**src/rtl/core/pqadc_pkg.sv**
```systemverilog
// Shared types, constants and saturating-step functions for the PQ ADC distance accumulator.
package pqadc_pkg;

  localparam int KSUB         = 256;
  localparam int MAX_SUBQ_DEF = 64;
  localparam int LANES        = 4;
  localparam int IDX_W        = 14;
  localparam int VAL_W        = 32;
  localparam int CB_W         = 7;
  localparam int SUM_W        = 35;
  localparam int IN_TDATA_W   = 80;
  localparam int IDX_LSB      = 0;
  localparam int VAL_LSB      = IDX_LSB + IDX_W;
  localparam int CODE_LSB     = VAL_LSB + VAL_W;

  localparam logic [CB_W-1:0]         CB_RESET = CB_W'(16);
  localparam logic signed [VAL_W-1:0] VAL_MAX  = {1'b0, {(VAL_W-1){1'b1}}};
  localparam logic signed [VAL_W-1:0] VAL_MIN  = {1'b1, {(VAL_W-1){1'b0}}};

  typedef enum logic {
    FUNC_WRITE = 1'b0,
    FUNC_CODE  = 1'b1
  } func_t;

  // Composite of saturating adds: x -> clamp(x + acc, lo, hi); mx/mn are the
  // extreme prefix sums, used to tell whether any step clamped.
  typedef struct packed {
    logic signed [SUM_W-1:0] acc;
    logic signed [VAL_W-1:0] lo;
    logic signed [VAL_W-1:0] hi;
    logic signed [SUM_W-1:0] mx;
    logic signed [SUM_W-1:0] mn;
  } step_t;

  typedef struct packed {
    logic valid;
    logic last;
  } pipe_ctl_t;

  function automatic int grp_width(input int grp);
    int w;
    w = $clog2(grp);
    if (w < 1) begin
      w = 1;
    end
    return w;
  endfunction

  function automatic logic signed [VAL_W-1:0] sat_clamp(
    input logic signed [SUM_W-1:0] v,
    input logic signed [VAL_W-1:0] lo,
    input logic signed [VAL_W-1:0] hi
  );
    logic signed [SUM_W-1:0] lo_x;
    logic signed [SUM_W-1:0] hi_x;
    lo_x = SUM_W'(lo);
    hi_x = SUM_W'(hi);
    if (v < lo_x) begin
      return lo;
    end else if (v > hi_x) begin
      return hi;
    end
    return v[VAL_W-1:0];
  endfunction

  function automatic step_t base_step(input logic signed [VAL_W-1:0] v);
    step_t s;
    s.acc = SUM_W'(v);
    s.lo  = VAL_MIN;
    s.hi  = VAL_MAX;
    s.mx  = SUM_W'(v);
    s.mn  = SUM_W'(v);
    return s;
  endfunction

  // f1 applied first, then f2
  function automatic step_t compose(input step_t f1, input step_t f2);
    step_t r;
    logic signed [SUM_W-1:0] sh_mx;
    logic signed [SUM_W-1:0] sh_mn;
    r.acc = f1.acc + f2.acc;
    r.lo  = sat_clamp(SUM_W'(f1.lo) + f2.acc, f2.lo, f2.hi);
    r.hi  = sat_clamp(SUM_W'(f1.hi) + f2.acc, f2.lo, f2.hi);
    sh_mx = f1.acc + f2.mx;
    sh_mn = f1.acc + f2.mn;
    r.mx  = (f1.mx > sh_mx) ? f1.mx : sh_mx;
    r.mn  = (f1.mn < sh_mn) ? f1.mn : sh_mn;
    return r;
  endfunction

endpackage

```
**src/rtl/core/pqadc_accum.sv**
```systemverilog
// Saturating running sum, clamp flag and the result output register.
module pqadc_accum import pqadc_pkg::*; (
  input  logic                    clk,
  input  logic                    rst_n,
  input  pipe_ctl_t               s3_ctl,
  input  step_t                   s3_step,
  input  logic                    out_tready,
  output logic                    out_tvalid,
  output logic [VAL_W-1:0]        out_tdata,
  output logic                    out_tuser,
  output logic                    stall
);

  logic signed [VAL_W-1:0] sum_r;
  logic signed [VAL_W-1:0] sum_nxt;
  logic                    clamp_r;
  logic                    clamp_nxt;
  logic                    out_valid_r;
  logic                    out_valid_nxt;
  logic [VAL_W-1:0]        out_data_r;
  logic                    out_sat_r;
  logic signed [SUM_W-1:0] s_ext;
  logic signed [SUM_W-1:0] peak_hi;
  logic signed [SUM_W-1:0] peak_lo;
  logic                    take;
  logic                    emit;
  logic                    hit;

  assign stall = s3_ctl.valid & s3_ctl.last & out_valid_r & ~out_tready;
  assign take  = s3_ctl.valid & ~stall;
  assign emit  = take & s3_ctl.last;

  always_comb begin
    s_ext     = SUM_W'(sum_r);
    peak_hi   = s_ext + s3_step.mx;
    peak_lo   = s_ext + s3_step.mn;
    hit       = (peak_hi > SUM_W'(VAL_MAX)) | (peak_lo < SUM_W'(VAL_MIN));
    sum_nxt   = sat_clamp(s_ext + s3_step.acc, s3_step.lo, s3_step.hi);
    clamp_nxt = clamp_r | hit;
    out_valid_nxt = (out_valid_r & ~out_tready) | emit;
  end

  always_ff @(posedge clk) begin
    if (!rst_n) begin
      sum_r       <= '0;
      clamp_r     <= 1'b0;
      out_valid_r <= 1'b0;
    end else begin
      out_valid_r <= out_valid_nxt;
      if (take) begin
        if (s3_ctl.last) begin
          sum_r   <= '0;
          clamp_r <= 1'b0;
        end else begin
          sum_r   <= sum_nxt;
          clamp_r <= clamp_nxt;
        end
      end
    end
  end

  always_ff @(posedge clk) begin
    if (emit) begin
      out_data_r <= sum_nxt;
      out_sat_r  <= clamp_nxt;
    end
  end

  assign out_tvalid = out_valid_r;
  assign out_tdata  = out_data_r;
  assign out_tuser  = out_sat_r;

endmodule
```
**config.mk**
```make
export PLATFORM = sky130hd
export DESIGN_NAME = pqadc_accum
export DESIGN_NICKNAME = d
export VERILOG_FILES = /design/src/rtl/core/pqadc_pkg.sv /design/src/rtl/core/pqadc_accum.sv
export SDC_FILE = /design/constraint.sdc
export NUM_CORES = 1
export LEC_CHECK = 0
export BUFFER_PORTS_ARGS = -buffer_cell sky130_fd_sc_hd__buf_2
export CAP_MARGIN = 20
export CORE_MARGIN = 2
export CORE_UTILIZATION = 29
export CTS_CLUSTER_SIZE = 16
export DETAILED_ROUTE_END_ITERATION = 8
export PLACE_DENSITY_LB_ADDON = 0.3
export SLEW_MARGIN = 10
export SYNTH_ARGS = -nofsm -noshare
export SYNTH_HDL_FRONTEND = slang
export SYNTH_SLANG_ARGS = --single-unit
```
**constraint.sdc**
```tcl
create_clock -name clk -period 10.2 [get_ports clk]
set_clock_uncertainty 0.2 [all_clocks]
set_input_delay 2.04 -clock clk [delete_from_list [all_inputs] [get_ports clk]]
set_output_delay 2.04 -clock clk [all_outputs]
set_load 0.05 [all_outputs]
```
==> results of run 1 <==
==> synth_stat cells, drive strengths merged, types with 10 or more instances <==
cell    number  area share (%)
mux2        14             1.9
nor2b       12            0.88
a22o        23             2.4
a31oi       12            0.88
o21ai       77             4.5
edfxtp      33              12
a21boi      10            0.88
mux2i       25             2.9
o211ai      12             1.1
ha         170              25
a21o        27             2.4
nor3        15            0.88
xnor2       15             1.5
xor2        13             1.3
nand4       21             1.5
dfxtp       34             8.0
clkbuf      17            0.75
nor2        51             2.2
a21oi       92             5.5
nand3       26             1.5
a211oi      15             1.5
inv         87             3.8
nand2       80             3.5
==> cell type report <==
class / instances / share of cell area, %
multi-input combinational: 845 / 62.7
sequential: 67 / 16.2
timing repair buffer: 213 / 10.6
tap: 384 / 4.65
inverter: 87 / 3.16
clock buffer: 9 / 2.18
clock inverter: 7 / 0.509
antenna: 3 / 0.0727
==> path summary, 6_finish.rpt <==
path | endpoint | slack (ns) | depth (start not counted)
min reg2reg | out_tvalid | 0.36 | 2
max | sum_r[17] | 2.18 | 22
min | out_tvalid | 0.36 | 2
max reg2reg | sum_r[17] | 3.54 | 19
==> metal layers <==
layer	up-vias	GRT usage (%)	share of wire, %
met3	30	2.99	5.7
met5	-	0	0.10
met2	238	29.5	45
met4	4	5.10	1.9
met1	3902	25.1	47
li1	4305	-	-
==> logic make-up (layout without fill, tap and decap cells) <==
family	Yosys count	in the layout	synth area share (%)
mux	39	39	4.82
other cells	0	3	0
xor+xnor	28	28	2.87
simple gates	264	264	15.6
buf+inv	111	316	5.03
fa+ha+maj	172	172	25.4
compound gates	342	342	26.7
flops	67	67	19.6
==> per-stage QoR <==
stage / util [%] / cells
finish: 35.8 / 1615
global route: 35.8 / 1614
CTS: 35.7 / 1612
detailed placement: 34.8 / 1596
global placement: 34.7 / 1595
floorplan: - / 1023
==> placed cells by master (no fill, tap or decap), types with 8 or more instances in the layout <==
cell type and n:
buf_2 208, nor2_1 50, a21oi_1 90, xnor2_1 15, a31oi_1 11, clkbuf_16 9
nor3_1 15, mux2_2 13, nand3_1 26, dfxtp_1 34, nor4_1 8, a211oi_1 12
o21ai_0 72, a21boi_0 9, ha_1 170, mux2i_1 25, nand2_1 79, inv_1 86
a22o_1 23, edfxtp_1 33, nand4_1 21, xor2_1 13, nor2b_1 12, a21o_1 27
o211ai_1 12, and3_1 8
==> where the power goes <==
part	internal (mW)	switching, mW	total [mW]
combinational	0.835	1.38	2.21
clock	0.166	0.132	0.298
sequential	0.445	0.105	0.550
==> worst reg2reg max path, stage by stage (launching register included) <==
cell and delay, ns:
dfxtp_1 0.49, ha_1 0.35, a21oi_1 0.24, a21boi_0 0.14, a311oi_2 0.39, nand3_1 0.19, a221o_1 0.46, a21oi_2 0.24
o21bai_1 0.10, a21oi_1 0.18, xnor2_1 0.12, ha_1 0.32, nand4_1 0.14, nor4_1 0.67, o311ai_0 0.51, a31oi_4 0.55
buf_4 0.42, mux2_2 0.39, mux2_2 0.27, a22o_1 0.19
==> sequential cells by signal (all words and copies together), names as in the netlist <==
| signal | cells |
|---|---|
| sum_r | 32 |
| out_tuser | 1 |
| out_tdata | 32 |
| out_tvalid | 1 |
| clamp_r | 1 |
==> impl_metrics.py, run 1 <==
metrics = {
    "status": {
        "outcome": "finished, final reports clean",
    },
    "clocking": {
        "postCtsSetupBuffers": 0,
        "htree_levels": 3,
        "cts.clk_slew.worst_paths_ns": 0.06,
        "cts_made_buffers": 9,
        "worstSkewPairLatency_ns": 0.34,
        "cts_tree": "built",
        "postCtsHoldBufs": 0,
        "clk_path_buf_depth": 2,
        "cts_sinks": 67,
        "root_buffer": "clkbuf_16",
        "ctsResizeCount": 0,
    },
    "placement": {
        "portBuffers": 208,
        "pre_cts_ws_ns": 1.80,
        "gp_congestion": 0.904,
        "placedInstanceArea_um2": 10000,
        "dp_hpwl_um": 24500,
    },
    "drt": {
        "drcViolationCount": 0,
        "wl_per_cell_um": 17.9,
        "vias_per_cell": 5.25,
        "routed-via-count": 8479,
        "dr.pass1.iters": 5,
        "ant_nets": 0,
        "drtIter0Drc": 520,
        "routed_wl_um": 28900,
    },
    "finish": {
        "num-fill-cells": 3109,
        "drive_gt1_share_pct": 21.8,
        "fin_nets": 1569,
        "multi_input_area_um2": 6470,
        "seq_area_um2": 1670,
        "area_growth_pct": 20.9,
        "design_area_um2": 10300,
    },
    "timing": {
        "fmax_mhz": 125,
        "hold-worst-slack_ns": 0.357,
        "hold_viol": 0,
        "post-route-min-period_ns": 8.02,
        "fin_crit_sh_pct": 78.6,
        "max_slew_margin_pct": 36.9,
        "worstMarginPinSlew_ns": 0.934,
        "slew_violations": 0,
        "rsz0062_at_grt": "false",
        "setup_viol_count_final": 0,
        "setup_tns_ns": 0,
        "fin_ws_ns": 2.18,
    },
    "power": {
        "p_leak_nw": 5.07,
        "power_mw": 3.06,
        "powerDensity_nw_per_um2": 297,
        "ir_drop_mv": 0.161,
    },
    "global_routing": {
        "grt_pass1_wl_um": 43800,
        "grt_util_all_layers_pct": 18.3,
        "grt_max_degree": 55,
        "gr-total-overflow": 0,
        "grt_pass1_vias": 8074,
        "antenna_found_initial": 6,
    },
    "logic_synthesis": {
        "synthArstFlopShare_pct": 0,
        "syn_area_um2": 8540,
        "yosys_most_used_dff": "dfxtp_1",
        "yosysUniqueCellTypes": 85,
        "synth-seq-cells": 67,
        "syn_avg_cell_area_um2": 8.35,
        "ys_warn_count": 0,
        "syn_inst": 1023,
        "synth-edff-count": 33,
        "synth_seq_area_share_pct": 19.6,
        "synth_nets": 1369,
    },
    "setup_path": {
        "worst-path-max-fanout": 19,
        "startpoint": "s3_step[134]",
        "max_stage_delay_ns": 0.66,
        "timing.rr.start": "sum_r[12]",
        "arrival_ns": 8.05,
        "critPathLaunchType": "input pin",
        "crit_path_end_kind": "register",
        "crit_buf_inv": 3,
        "path_cells": "buf_2, ha_1, inv_1, fa_1, nor2b_1, o31a_1, o31ai_2, nand3_1, a221o_1, a21oi_2, o21bai_1, a21oi_1, xnor2_1, ha_1, nand4_1, nor4_1, o311ai_0, a31oi_4, buf_4, mux2_2, mux2_2, a22o_1",
        "crit_family": "compound AO/OA/AOI/OAI gates",
        "critPathKind": "in -> reg",
        "crit_required_ns": 10.24,
        "cp_slowest_cell": "nor4_1",
    },
    "min_path": {
        "hp-start": "out_tvalid",
        "min_path_type": "reg -> reg",
    },
    "floorplan": {
        "die_x_um": 176,
        "die_h_um": 176,
        "pin_count": 209,
        "coreArea_um2": 28900,
        "die_area_um2": 30800,
        "placementRows": 62,
        "initial_core_util_pct": 29.6,
    },
    "run": {
        "drv_cap": 0,
    },
}
Power figures use the tool's default switching activity.
==> inputs of run 2 (changes only) <==
Clock period 10.2 ns to 7.7 ns, I/O delays scaled along.
==> impl_metrics.py, run 2 (same netlist as run 1, synthesis figures left out) <==
metrics = {
    "status": {
        "outcome": "finished, final reports clean",
    },
    "clocking": {
        "cts_sinks": 67,
        "cts_tree": "built",
        "root_buffer": "clkbuf_16",
        "worstSkewPairLatency_ns": 0.34,
        "cts.clk_slew.worst_paths_ns": 0.06,
        "ctsResizeCount": 0,
        "htree_levels": 3,
        "cts_made_buffers": 9,
        "postCtsHoldBufs": 0,
        "clk_path_buf_depth": 2,
        "postCtsSetupBuffers": 0,
    },
    "timing": {
        "fin_crit_sh_pct": 89.1,
        "setup_viol_count_final": 0,
        "rsz0062_at_grt": "false",
        "fmax_mhz": 146,
        "max_slew_margin_pct": 41.9,
        "slew_violations": 0,
        "worstMarginPinSlew_ns": 0.861,
        "hold-worst-slack_ns": 0.354,
        "post-route-min-period_ns": 6.86,
        "setup_tns_ns": 0,
        "hold_viol": 0,
    },
    "setup_path": {
        "timing.rr.start": "sum_r[0]",
        "crit_required_ns": 7.73,
        "path_cells": "buf_2, ha_1, inv_1, fa_1, nor2b_1, o31a_1, o31ai_2, nand3_1, a221o_1, a21oi_2, o21bai_1, a21oi_1, xnor2_1, ha_1, nand4_1, nor4_1, o311ai_0, a31oi_4, buf_4, mux2_2, mux2_2, a22o_1",
        "rr_worst_depth": 21,
        "worst-path-max-fanout": 17,
        "max_stage_delay_ns": 0.55,
        "critPathKind": "in -> reg",
        "crit_path_end_kind": "register",
        "arrival_ns": 6.89,
        "cp_slowest_cell": "nor4_1",
        "critPathLaunchType": "input pin",
        "r2r_end": "sum_r[17]",
        "r2r_setup_slack_ns": 1.75,
    },
    "finish": {
        "fin_nets": 1572,
        "area_growth_pct": 21.6,
        "drive_gt1_share_pct": 22.1,
        "layout_commonest_cell": "buf_2",
        "final_cell_mix": "208 x buf_2, 170 x ha_1, 90 x a21oi_1, 86 x inv_1, 79 x nand2_1",
    },
    "power": {
        "ir_drop_mv": 0.210,
        "powerDensity_nw_per_um2": 401,
        "p_leak_nw": 5.10,
    },
    "run": {
        "drv_cap": 0,
    },
    "placement": {
        "gp_congestion": 0.909,
        "dp_hpwl_um": 25000,
        "portBuffers": 208,
    },
    "floorplan": {
        "die_area_um2": 30800,
        "initial_core_util_pct": 29.6,
        "coreArea_um2": 28900,
        "die_h_um": 176,
        "die_x_um": 176,
        "pin_count": 209,
        "placementRows": 62,
    },
    "global_routing": {
        "grt_pass1_wl_um": 44700,
        "grt_util_all_layers_pct": 18.7,
        "grt_pass1_vias": 8302,
        "grt_max_degree": 35,
        "antenna_found_initial": 6,
        "gr-total-overflow": 0,
    },
    "drt": {
        "vias_per_cell": 5.27,
        "dr.pass1.iters": 6,
        "drcViolationCount": 0,
        "wl_per_cell_um": 18.2,
        "drtIter0Drc": 503,
        "routed_wl_um": 29500,
        "ant_nets": 0,
        "routed-via-count": 8542,
    },
    "min_path": {
        "holdPathEnd": "sum_r[27]",
        "whs_path_depth": 2,
        "hp-start": "sum_r[27]",
        "min_path_type": "reg -> reg",
    },
}
run 2: layout make-up:
class	count	area, um2
repair buffers	216	1140
fillers	3044	18500
well taps	384	480
inverters	87	327
flip-flops and latches	67	1670
clock buffers	10	239
multi-input cells	845	6470
clock inverters	6	48.8
diodes	5	12.5
run 2: how the worst max path moves through the flow:
stage | startpoint | end | slack [ns] | depth (start not counted)
after global placement | s3_step[134] | sum_r[17] | 0.68 | 23
after CTS | s3_step[134] | sum_r[17] | 0.88 | 23
after floorplan | s3_step[134] | out_tdata[12] | 1.35 | 22
after detailed placement | s3_step[134] | sum_r[17] | 0.49 | 22
after global routing | s3_step[143] | sum_r[17] | 0.51 | 21
final | s3_step[134] | sum_r[17] | 0.84 | 22
run 2: per-layer routing:
metal	vias to the layer above	wire [um]	global-route usage (%)	share of wire (%)
met3	38	1520	3.12	5.2
met2	239	13300	30.3	45
met4	2	669	5.85	2.3
met1	3951	14100	25.4	48
li1	4312	-	-	-
met5	-	11	0	0.037
run 2: report_power, final:
group | internal (mW) | total (mW) | switching (mW)
Combinational | 1.18 | 3.02 | 1.85
Clock | 0.230 | 0.411 | 0.181
Sequential | 0.589 | 0.730 | 0.141
run 2: worst max-delay path: cells and delay by family:
| kind | cells | cell delay [ns] |
|---|---|---|
| and+or+nand+nor | 4 | 0.91 |
| AOI/OAI and AO/OA | 9 | 2.46 |
| xor gates and xnor gates | 1 | 0.12 |
| muxes | 2 | 0.64 |
| buffers and inverters | 3 | 0.51 |
| adders and majority gates | 3 | 0.73 |
run 2: through the flow:
step	setup WS, ns	utilization [%]	cells	cell area (um2)	total power [mW]
3_5_place_dp	0.494	35.0	1599	10100	3.73
4_1_cts	0.880	35.9	1615	10400	4.15
6_report	0.841	36.0	1620	10400	4.16
3_3_place_gp	0.680	34.9	1598	10100	3.68
2_1_floorplan	1.35	-	1023	8540	2.89
5_1_grt	0.508	36.0	1620	10400	4.53
==> inputs of run 3 (changes only) <==
Settings changed: GPL_TIMING_DRIVEN set to 0.
==> impl_metrics.py, run 3 (same netlist as run 1, synthesis figures left out) <==
metrics = {
    "min_path": {
        "hp-start": "sum_r[27]",
        "whs_path_depth": 2,
        "holdPathEnd": "sum_r[27]",
        "min_path_type": "reg -> reg",
    },
    "setup_path": {
        "rr_worst_depth": 20,
        "r2r_setup_slack_ns": 1.31,
        "critPathLaunchType": "input pin",
        "path_cells": "buf_2, ha_1, inv_1, fa_1, nor2b_1, o31a_1, o31ai_2, nand3_1, a221o_1, a21oi_2, o2111ai_1, a21oi_1, xnor2_1, ha_1, or3b_2, nor2_1, o21ai_0, a221oi_1, o2111ai_1, nand2_1, buf_2, buf_2, mux2_2",
        "crit_top_cell": "buf_2",
        "crit_family": "compound AO/OA/AOI/OAI gates",
        "worst-path-max-fanout": 10,
        "critPathKind": "in -> reg",
        "cp_slowest_cell": "a221o_1",
        "crit_required_ns": 7.59,
        "crit_path_end_kind": "register",
        "max_stage_delay_ns": 0.46,
        "arrival_ns": 7.16,
        "crit_buf_inv": 4,
        "timing.rr.start": "sum_r[9]",
        "r2r_end": "out_tdata[12]",
    },
    "global_routing": {
        "grt_max_degree": 23,
        "antenna_found_initial": 10,
        "gr-total-overflow": 0,
        "grt_pass1_wl_um": 45200,
        "grt_pass1_vias": 8348,
        "grt_util_all_layers_pct": 19.0,
    },
    "drt": {
        "routed_wl_um": 29900,
        "drtIter0Drc": 580,
        "vias_per_cell": 5.21,
        "wl_per_cell_um": 18.3,
        "drcViolationCount": 0,
        "ant_nets": 0,
        "routed-via-count": 8534,
        "dr.pass1.iters": 5,
    },
    "floorplan": {
        "die_h_um": 176,
        "placementRows": 62,
        "initial_core_util_pct": 29.6,
        "die_area_um2": 30800,
        "pin_count": 209,
        "coreArea_um2": 28900,
        "die_x_um": 176,
    },
    "timing": {
        "max_slew_margin_pct": 39.6,
        "post-route-min-period_ns": 7.27,
        "setup_tns_ns": 0,
        "setup_viol_count_final": 0,
        "fmax_mhz": 138,
        "fin_crit_sh_pct": 94.4,
        "worstMarginPinSlew_ns": 0.895,
        "fin_ws_ns": 0.428,
        "hold_viol": 0,
        "hold-worst-slack_ns": 0.358,
        "slew_violations": 0,
        "rsz0062_at_grt": "false",
    },
    "placement": {
        "gp_congestion": 0.898,
        "portBuffers": 208,
        "dp.cells": 1616,
        "pre_cts_ws_ns": 0.0528,
        "dp_hpwl_um": 25700,
        "placedInstanceArea_um2": 10100,
    },
    "clocking": {
        "cts_made_buffers": 9,
        "root_buffer": "clkbuf_16",
        "postCtsSetupBuffers": 0,
        "cts.clk_slew.worst_paths_ns": 0.07,
        "htree_levels": 3,
        "postCtsHoldBufs": 0,
        "cts_tree": "built",
        "ctsResizeCount": 0,
        "worstSkewPairLatency_ns": 0.34,
        "cts_sinks": 67,
        "clk_path_buf_depth": 2,
    },
    "power": {
        "pwr-share-comb_pct": 71.9,
        "powerDensity_nw_per_um2": 405,
        "power_mw": 4.23,
        "p_int_mw": 2.00,
        "seq_power_share_pct": 17.1,
        "p_clk_share_pct": 11.0,
        "p_switching_mw": 2.23,
        "ir_drop_mv": 0.157,
        "p_leak_nw": 5.13,
        "power_switching_share_pct": 52.7,
    },
    "finish": {
        "layout_commonest_cell": "buf_2",
        "design_area_um2": 10400,
        "instances_no_fill": 1638,
        "area_growth_pct": 22.2,
        "drive_gt1_share_pct": 21.4,
        "fin_util_pct": 36.2,
        "final_cell_mix": "212 x buf_2, 170 x ha_1, 90 x a21oi_1, 86 x inv_1, 80 x nand2_1",
        "fin_nets": 1589,
    },
    "status": {
        "outcome": "finished, final reports clean",
    },
    "run": {
        "drv_cap": 0,
    },
}
run 3: cell types whose count changed in the layout (fill, tap and decap cells not counted), sizes merged:
cell      delta
inv          +1
clkbuf      +16
diode        +1
clkinvlp     -2
bufinv       +2
run 3: power groups by stage:
stage / Clock, mW / Sequential [mW] / Combinational [mW]
2_1_floorplan: 0 / 0.917 / 1.97
3_3_place_gp: 0 / 0.727 / 2.97
3_5_place_dp: 0 / 0.728 / 3.01
4_1_cts: 0.473 / 0.723 / 3.03
5_1_grt: 0.488 / 0.739 / 3.36
6_report: 0.466 / 0.723 / 3.04
run 3: how the worst max path moves through the flow:
| stage | from | end | slack (ns) | depth (start not counted) |
|---|---|---|---|---|
| final | s3_step[134] | out_tdata[12] | 0.43 | 23 |
| after global routing | s3_step[143] | out_tdata[20] | 0.06 | 20 |
| after CTS | s3_step[134] | out_tdata[12] | 0.41 | 23 |
| after detailed placement | s3_step[134] | out_tdata[29] | 0.05 | 23 |
| after global placement | s3_step[134] | out_tdata[15] | 0.06 | 23 |
| after floorplan | s3_step[134] | out_tdata[12] | 1.35 | 22 |
run 3: area by class of cell:
| cell class | count | area [um2] |
|---|---|---|
| Fill cell | 3026 | 18400 |
| Multi-Input combinational cell | 845 | 6450 |
| Sequential cell | 67 | 1670 |
| Timing Repair Buffer | 209 | 1070 |
| Tap cell | 384 | 480 |
| Inverter | 87 | 327 |
| Clock buffer | 9 | 225 |
| Buffer | 24 | 103 |
| Clock inverter | 7 | 98.8 |
| Antenna cell | 6 | 15.0 |
run 3: tightest hold or removal path, cell delays in order, from the launching register on:
cell	delay (ns)
dfxtp_1	0.38
nand2_1	0.08
o31ai_1	0.06
run 3: metal layers:
layer  routed length, um  GRT usage (%)  vias to the layer above
li1                    -              -                     4342
met1               13700           24.8                     3902
met2               13900           32.0                      254
met3                1700           3.48                       28
met4                 501           5.61                        8
met5                  51              0                        -
